===== config.mk =====
export PLATFORM = sky130hd
export DESIGN_NAME = thermometer_scratchpad_zone_stats
export DESIGN_NICKNAME = d
export VERILOG_FILES = /design/src/tsz_pkg.sv /design/src/thermometer_scratchpad_zone_stats.sv /design/src/tsz_scratch.sv
export SDC_FILE = /design/constraint.sdc
export NUM_CORES = 1
export LEC_CHECK = 0
export ABC_AREA = 1
export BUFFER_PORTS_ARGS = -buffer_cell sky130_fd_sc_hd__buf_2
export CORE_ASPECT_RATIO = 2
export CORE_MARGIN = 2
export CORE_UTILIZATION = 60
export CTS_BUF_LIST = sky130_fd_sc_hd__clkbuf_8
export CTS_CLUSTER_SIZE = 8
export DETAILED_ROUTE_END_ITERATION = 16
export PLACE_DENSITY = 0.77
export SETUP_SLACK_MARGIN = 0.5
export SLEW_MARGIN = 40
export SYNTH_ARGS = -nofsm -noshare
export SYNTH_HDL_FRONTEND = slang
export SYNTH_SLANG_ARGS = --single-unit

===== constraint.sdc =====
create_clock -name clk -period 6.5 [get_ports clk]
set_input_delay 0.325 -clock clk [delete_from_list [all_inputs] [get_ports clk]]
set_output_delay 0.325 -clock clk [all_outputs]
set_load 0.05 [all_outputs]

===== src/tsz_pkg.sv =====
`default_nettype none

package tsz_pkg;

	localparam int unsigned BYTE_W = 8;
	localparam int unsigned POS_W = 4;
	localparam int unsigned ZONE_W = 4;
	localparam int unsigned TEMP_W = 16;
	localparam int unsigned IDX_W = 5;
	localparam int unsigned MASK_W = 9;

	localparam logic [BYTE_W-1:0] CRC_POLY = 8'h8C;
	localparam logic [POS_W-1:0] LAST_BYTE = 4'd8;
	localparam logic [POS_W-1:0] TEMP_LO_POS = 4'd0;
	localparam logic [POS_W-1:0] TEMP_HI_POS = 4'd1;

	localparam logic signed [TEMP_W-1:0] FAIL_TEMP = -16'sd999;
	localparam logic signed [TEMP_W-1:0] MAX_START = -16'sd9990;
	localparam logic signed [TEMP_W-1:0] MIN_START = 16'sd9990;
	localparam logic signed [IDX_W-1:0] NO_ZONE = -5'sd1;

	typedef enum logic [1:0] {
		ST_OK      = 2'd0,
		ST_ABSENT  = 2'd1,
		ST_CRC_ERR = 2'd2
	} status_t;

	// One completed zone, as handed from the scratchpad reader to the statistics.
	typedef struct packed {
		logic                     done;
		status_t                  status;
		logic signed [TEMP_W-1:0] temp;
	} zone_evt_t;

	// Reflected CRC-8, one whole byte per call: eight narrow dependent steps.
	function automatic logic [BYTE_W-1:0] crc8_update(
		input logic [BYTE_W-1:0] crc_in,
		input logic [BYTE_W-1:0] data_in
	);
		logic [BYTE_W-1:0] crc;
		logic [BYTE_W-1:0] b;
		logic              mix;
		crc = crc_in;
		b = data_in;
		for (int j = 0; j < BYTE_W; j++) begin
			mix = crc[0] ^ b[0];
			crc = crc >> 1;
			if (mix) begin
				crc = crc ^ CRC_POLY;
			end
			b = b >> 1;
		end
		return crc;
	endfunction

	// raw * 10 / 16 with truncation toward zero. Negative products get a bias of
	// fifteen before the arithmetic shift so that they round up towards zero.
	function automatic logic signed [TEMP_W-1:0] convert_temp(
		input logic [BYTE_W-1:0] lo,
		input logic [BYTE_W-1:0] hi
	);
		logic signed [TEMP_W-1:0] raw;
		logic signed [TEMP_W+3:0] prod;
		logic signed [TEMP_W+3:0] biased;
		raw = $signed({hi, lo});
		prod = 20'(raw) * 20'sd10;
		biased = prod + (prod[TEMP_W+3] ? 20'sd15 : 20'sd0);
		return TEMP_W'(biased >>> 4);
	endfunction

endpackage

`default_nettype wire


===== src/thermometer_scratchpad_zone_stats.sv =====
`default_nettype none

// Zone temperature statistics from thermometer scratchpads.
// Input channel (in_valid/in_ready): each request carries kind and data_byte.
// A zone is either nine scratchpad bytes (bytes 0 to 7 under CRC-8, byte 8 the
// check value) or a single absent-sensor request, which also drops any bytes
// already taken for that zone.
// Output channel (out_valid/out_ready): one result per completed zone, giving
// the zone, its temperature in tenths of a degree (-999 on failure) and status.
// The result for the last zone (NUM_ZONES-1) sets profile_done and carries the
// valid mask, the first maximum and minimum zones and their wrapping delta; the
// statistics then restart for the next profile.
// Latency: a result is presented in the cycle after the request that completes
// its zone. Throughput: one request per cycle while no result is stalled; all
// work for a byte is done between the input handshake and the single output
// register. When the receiver stalls, the held result stays put and no request
// is taken, whether or not it would complete a zone: in_ready is low exactly
// while a result waits and out_ready is low.
// Reset (arst_n low) empties the output register, returns the byte position and
// CRC to zero and the statistics to their starting values.

module thermometer_scratchpad_zone_stats #(
	parameter int unsigned NUM_ZONES = 9
) (
	input  wire logic                               clk,
	input  wire logic                               arst_n,
	input  wire logic                               in_valid,
	output logic                                    in_ready,
	input  wire logic                               kind,
	input  wire logic [tsz_pkg::BYTE_W-1:0]         data_byte,
	output logic                                    out_valid,
	input  wire logic                               out_ready,
	output logic [tsz_pkg::ZONE_W-1:0]              zone,
	output logic signed [tsz_pkg::TEMP_W-1:0]       temp_x10,
	output logic [1:0]                              status,
	output logic                                    profile_done,
	output logic [tsz_pkg::MASK_W-1:0]              good_mask,
	output logic signed [tsz_pkg::IDX_W-1:0]        hottest_zone,
	output logic signed [tsz_pkg::IDX_W-1:0]        coldest_zone,
	output logic signed [tsz_pkg::TEMP_W-1:0]       spread_x10
);
	import tsz_pkg::*;

	localparam logic [ZONE_W-1:0] LAST_ZONE = ZONE_W'(NUM_ZONES - 1);

	logic      in_acc;
	zone_evt_t evt;

	// Statistics state.
	logic [ZONE_W-1:0]        zone_q;
	logic [MASK_W-1:0]        mask_q;
	logic signed [TEMP_W-1:0] max_q;
	logic signed [TEMP_W-1:0] min_q;
	logic signed [IDX_W-1:0]  max_idx_q;
	logic signed [IDX_W-1:0]  min_idx_q;

	// Output register.
	logic                     out_valid_q;
	logic [ZONE_W-1:0]        zone_out_q;
	logic signed [TEMP_W-1:0] temp_out_q;
	logic [1:0]               status_out_q;
	logic                     done_out_q;
	logic [MASK_W-1:0]        mask_out_q;
	logic signed [IDX_W-1:0]  max_out_q;
	logic signed [IDX_W-1:0]  min_out_q;
	logic signed [TEMP_W-1:0] delta_out_q;

	// Next-state values.
	logic                     zone_ok;
	logic                     is_last;
	logic                     max_upd;
	logic                     min_upd;
	logic [MASK_W-1:0]        mask_nxt;
	logic signed [TEMP_W-1:0] max_nxt;
	logic signed [TEMP_W-1:0] min_nxt;
	logic signed [IDX_W-1:0]  max_idx_nxt;
	logic signed [IDX_W-1:0]  min_idx_nxt;
	logic signed [IDX_W-1:0]  zone_idx;
	logic signed [TEMP_W-1:0] delta_nxt;

	assign in_ready = !out_valid_q || out_ready;
	assign in_acc = in_valid && in_ready;

	tsz_scratch u_scratch (
		.clk       (clk),
		.arst_n    (arst_n),
		.accept    (in_acc),
		.kind      (kind),
		.data_byte (data_byte),
		.evt       (evt)
	);

	always_comb begin
		zone_ok = evt.done && (evt.status == ST_OK);
		is_last = (zone_q >= LAST_ZONE);
		zone_idx = $signed({1'b0, zone_q});
		// Zones beyond the mask width shift the bit out and leave the mask alone.
		mask_nxt = zone_ok ? (mask_q | (MASK_W'(1) << zone_q)) : mask_q;
		max_upd = zone_ok && ($signed(evt.temp) > max_q);
		min_upd = zone_ok && ($signed(evt.temp) < min_q);
		max_nxt = max_upd ? evt.temp : max_q;
		min_nxt = min_upd ? evt.temp : min_q;
		max_idx_nxt = max_upd ? zone_idx : max_idx_q;
		min_idx_nxt = min_upd ? zone_idx : min_idx_q;
		// With no maximum zone the delta is forced to zero, even if a minimum exists.
		delta_nxt = max_idx_nxt[IDX_W-1] ? '0 : TEMP_W'(max_nxt - min_nxt);
	end

	always_ff @(posedge clk or negedge arst_n) begin
		if (!arst_n) begin
			zone_q <= '0;
			mask_q <= '0;
			max_q <= MAX_START;
			min_q <= MIN_START;
			max_idx_q <= NO_ZONE;
			min_idx_q <= NO_ZONE;
		end else if (evt.done) begin
			if (is_last) begin
				zone_q <= '0;
				mask_q <= '0;
				max_q <= MAX_START;
				min_q <= MIN_START;
				max_idx_q <= NO_ZONE;
				min_idx_q <= NO_ZONE;
			end else begin
				zone_q <= zone_q + ZONE_W'(1);
				mask_q <= mask_nxt;
				max_q <= max_nxt;
				min_q <= min_nxt;
				max_idx_q <= max_idx_nxt;
				min_idx_q <= min_idx_nxt;
			end
		end
	end

	always_ff @(posedge clk or negedge arst_n) begin
		if (!arst_n) begin
			out_valid_q <= 1'b0;
		end else if (evt.done) begin
			out_valid_q <= 1'b1;
		end else if (out_ready) begin
			out_valid_q <= 1'b0;
		end
	end

	always_ff @(posedge clk) begin
		if (evt.done) begin
			zone_out_q <= zone_q;
			temp_out_q <= evt.temp;
			status_out_q <= evt.status;
			done_out_q <= is_last;
			mask_out_q <= is_last ? mask_nxt : '0;
			max_out_q <= is_last ? max_idx_nxt : '0;
			min_out_q <= is_last ? min_idx_nxt : '0;
			delta_out_q <= is_last ? delta_nxt : '0;
		end
	end

	assign out_valid = out_valid_q;
	assign zone = zone_out_q;
	assign temp_x10 = temp_out_q;
	assign status = status_out_q;
	assign profile_done = done_out_q;
	assign good_mask = mask_out_q;
	assign hottest_zone = max_out_q;
	assign coldest_zone = min_out_q;
	assign spread_x10 = delta_out_q;

`ifndef SYNTHESIS
	a_done_needs_request: assert property (@(posedge clk) disable iff (!arst_n)
		evt.done |-> in_acc)
		else $error("zone completed without an accepted request");

	a_fail_temp: assert property (@(posedge clk) disable iff (!arst_n)
		out_valid_q && (status_out_q != ST_OK) |-> temp_out_q == FAIL_TEMP)
		else $error("failed zone does not report the failure temperature");

	a_stats_only_at_end: assert property (@(posedge clk) disable iff (!arst_n)
		out_valid_q && !done_out_q |-> (mask_out_q == '0) && (delta_out_q == '0)
			&& (max_out_q == '0) && (min_out_q == '0))
		else $error("statistics present before the last zone");

	a_no_max_no_delta: assert property (@(posedge clk) disable iff (!arst_n)
		out_valid_q && done_out_q && (max_out_q == NO_ZONE) |-> delta_out_q == '0)
		else $error("delta reported without a maximum zone");

	a_result_held: assert property (@(posedge clk) disable iff (!arst_n)
		out_valid_q && !out_ready |=> out_valid_q && $stable(zone_out_q)
			&& $stable(temp_out_q))
		else $error("stalled result lost or changed");
`endif

endmodule

`default_nettype wire


===== src/tsz_scratch.sv =====
`default_nettype none

module tsz_scratch (
	input  wire logic                        clk,
	input  wire logic                        arst_n,
	input  wire logic                        accept,
	input  wire logic                        kind,
	input  wire logic [tsz_pkg::BYTE_W-1:0]  data_byte,
	output tsz_pkg::zone_evt_t               evt
);
	import tsz_pkg::*;

	logic [POS_W-1:0]         pos_q;
	logic [BYTE_W-1:0]        crc_q;
	logic [BYTE_W-1:0]        temp_low_q;
	logic signed [TEMP_W-1:0] temp_q;
	logic                     at_check;

	assign at_check = (pos_q >= LAST_BYTE);

	always_comb begin
		evt.done = accept && (kind || at_check);
		if (kind) begin
			evt.status = ST_ABSENT;
		end else if (crc_q == data_byte) begin
			evt.status = ST_OK;
		end else begin
			evt.status = ST_CRC_ERR;
		end
		evt.temp = (evt.status == ST_OK) ? temp_q : FAIL_TEMP;
	end

	always_ff @(posedge clk or negedge arst_n) begin
		if (!arst_n) begin
			pos_q <= '0;
			crc_q <= '0;
		end else if (accept) begin
			if (kind || at_check) begin
				pos_q <= '0;
				crc_q <= '0;
			end else begin
				pos_q <= pos_q + POS_W'(1);
				crc_q <= crc8_update(crc_q, data_byte);
			end
		end
	end

	// The temperature is converted as soon as the high byte arrives, so the
	// check byte only has to select it.
	always_ff @(posedge clk) begin
		if (accept && !kind) begin
			if (pos_q == TEMP_LO_POS) begin
				temp_low_q <= data_byte;
			end
			if (pos_q == TEMP_HI_POS) begin
				temp_q <= convert_temp(temp_low_q, data_byte);
			end
		end
	end

endmodule

`default_nettype wire


==> metrics <==
layout cell share with drive strength beyond 1 0.158; area of the mapped netlist 0.00930 mm2; max-slew violations 0; die span in y 180 um; GRT overflow 0; commonest non-fill, non-tap cells in the layout 200 x nand2_1, 188 x inv_1, 96 x nor2_1; Synthesized Nets 1172; Final #Nets 1247; Die Area 0.0166 mm2; Slowest-stage cell, CP dfrtp_1; DP Cell Count 1329; Num Clock Sinks 150; P&R area growth vs syn 10.2%; multi-input logic area 0.00429 mm2; Hold Vio Cnt, Final 0; vias in the first global route 7762; clock-pin slew reported for the worst setup and hold paths after clock tree synthesis 0.09 ns; Worst Path Max Fanout 26; non-filler cells, final 1362; skew final 0.0148 ns; post-synthesis sequential area ratio 0.451; wl on met1 7.98 mm; max cap viols 0; post-route cell area 0.0102 mm2; via count 7691; global-route wire length before repair 37.4 mm; clock latency on the worst-skew pair 0.46 ns; H-tree Lvls 4; TNS Setup 0 ns; Final ANT Viol Nets 0; WS Path Type reg2reg; initial antenna violation count 0; number of flops mapped to enable cells by yosys 82; Detail Route met3 WL 843 um; Met2 Wirelength 13.0 mm; n_diodes 0; DR top layer met4; startpoint types flip-flop; area of the core 0.0152 mm2; pin count of the biggest net entering global routing 94; CP delay by family, top simple AND/OR/NAND/NOR gates; crit path DAT 5.78 ns; status finished, final reports clean; Setup crit end kind flip-flop; P_leak 0.00498 uW; synthesized instance count 1076; Yosys warning count 0; 1st-iter DRT viols 387; root buffer cell clkbuf_8; Wirelength per Cell 16.9 um; minimum clock period 5.58 ns; Synth async-reset ratio 0.453; drt via density 5.65; Worst slew margin 0.447; CP bufs+invs 6; Sequential Area 0.00420 mm2; # rows 64; commonest non-fill, non-tap cell in the layout nand2_1; CTS tree yes; Starting Density 0.611; hold crit path type in2reg; post-CTS setup buffer count 0; Port-buffer cells 72; RSZ-0062 raised after global routing no; DRC violations left 0; Worst-Margin Slew 0.829 ns; top_reg_cell synth edfxtp_1; mean post-synth cell area 8.64 um2; post-DP HPWL 17.6 mm; Die W 92.0 um; Clock Tree Buf Depth 2; First-pass DRT Iterations 6; Worst path max stage delay 0.38 ns; Max Fclk 179 MHz; Synth Register Bits 150; area post-placement 0.00985 mm2; PD cells 319 mW/mm2; Period Utilization, post-route 0.858; # setup viols final 0; filler instances 1277; Inserted Clock Buffers 17; GRT Resource Usage Total 0.290; CP required 6.70 ns; GP Congestion 0.953; VDD IR max 0.221 mV; IO Count 73; Yosys cell types 53; routed wire length 23.0 mm
-- what timing repair did --
item,4_1_cts,5_1_grt
resized for setup,0,8
hold buffers,1,0
setup endpoints to repair,0,9
hold endpoints to repair,13,0
-- flip-flops by register name (all words and copies together), names as in the netlist, 8 cells and up --
register,count
good_mask,9
mask_q,9
max_q,16
min_q,16
spread_x10,16
temp_x10,16
u_scratch.crc_q,8
u_scratch.temp_low_q,8
u_scratch.temp_q,16
-- cells in the mapped netlist, types with 4 or more instances --
library cell,n,area (um2)
nand2_2,12,75.1
o21ai_1,7,35.0
o21bai_1,5,37.5
a211oi_1,4,30.0
nor3_1,9,45.0
a31oi_1,8,50.1
dfrtp_1,42,1050
nor2_1,99,372
edfxtp_1,82,2460
buf_2,5,25.0
nand2_1,200,751
ha_1,81,1010
o21ai_2,4,35.0
inv_2,5,18.8
xnor2_1,17,149
xor2_1,19,166
nand4_1,17,106
a21oi_1,60,300
clkbuf_1,15,56.3
dfstp_2,26,683
nand3_1,40,200
inv_1,185,694
o21a_1,4,30.0
o21ai_0,50,250
o22ai_1,33,206
or2_2,5,31.3
-- through the flow --
stage | hold slack, ns | utilization | power (uW) | worst slack [ns]
4_1_cts | 0.0730 | 0.672 | 3260 | 0.626
2_1_floorplan | 0.0294 | - | 2270 | 1.80
6_report | 0.0894 | 0.674 | 3260 | 0.922
5_1_grt | 0.0947 | 0.674 | 3470 | 0.531
3_3_place_gp | 0.474 | 0.647 | 2570 | 0.678
3_5_place_dp | 0.480 | 0.648 | 2590 | 0.553
-- metal layers --
| metal | up-vias | global-route usage |
|---|---|---|
| met5 | - | 0 |
| met4 | 0 | 0.165 |
| met3 | 89 | 0.0448 |
| met2 | 236 | 0.558 |
| met1 | 3651 | 0.284 |
| li1 | 3715 | - |
-- logic make-up (layout without fill, tap and decap cells) --
logic type	count (synthesis)	after routing	share of synthesized area
AND/OR/NAND/NOR	401	401	0.190
buffers and inverters	214	302	0.0887
AO/OA/AOI/OAI	191	191	0.121
flip-flops	150	150	0.451
adder cells (fa/ha/maj)	83	83	0.113
XOR/XNOR	37	37	0.0357
-- final timing paths --
check,slack [ns],cells after the start,to,startpoint
setup / recovery,0.92,35,spread_x10[9],u_scratch.crc_q[6]
hold / removal,0.09,1,status[0],kind
setup reg to reg,0.92,35,spread_x10[9],u_scratch.crc_q[6]
hold reg to reg,0.50,2,max_q[4],max_q[4]
max in group asynchronous,5.49,3,max_q[2],arst_n
min in group asynchronous,0.49,3,min_q[4],arst_n
-- cell type report --
class | count | share of cell area
multi-input cells | 712 | 0.419
flip-flops and latches | 150 | 0.409
inverters | 190 | 0.0696
repair buffers | 80 | 0.0424
clock buffers | 18 | 0.0242
well taps | 198 | 0.0242
clock inverters | 14 | 0.0114
-- worst reg2reg max path: cells and delay by family (launching register included) --
| family | cells | cell delay [ns] |
|---|---|---|
| compound gates | 5 | 0.95 |
| xor+xnor | 1 | 0.15 |
| fa+ha+maj | 2 | 0.64 |
| buf+inv | 6 | 0.67 |
| flops | 1 | 0.38 |
| simple gates | 21 | 2.53 |
-- report_power, final --
group	switching, uW	total, uW	leakage (uW)	internal, uW
sequential	81.9	1280	0.00158	1190
clock	359	669	0.000197	310
combinational	883	1320	0.00320	438
total	1320	3260	0.00498	1940
(Power assumes the default switching activity.)
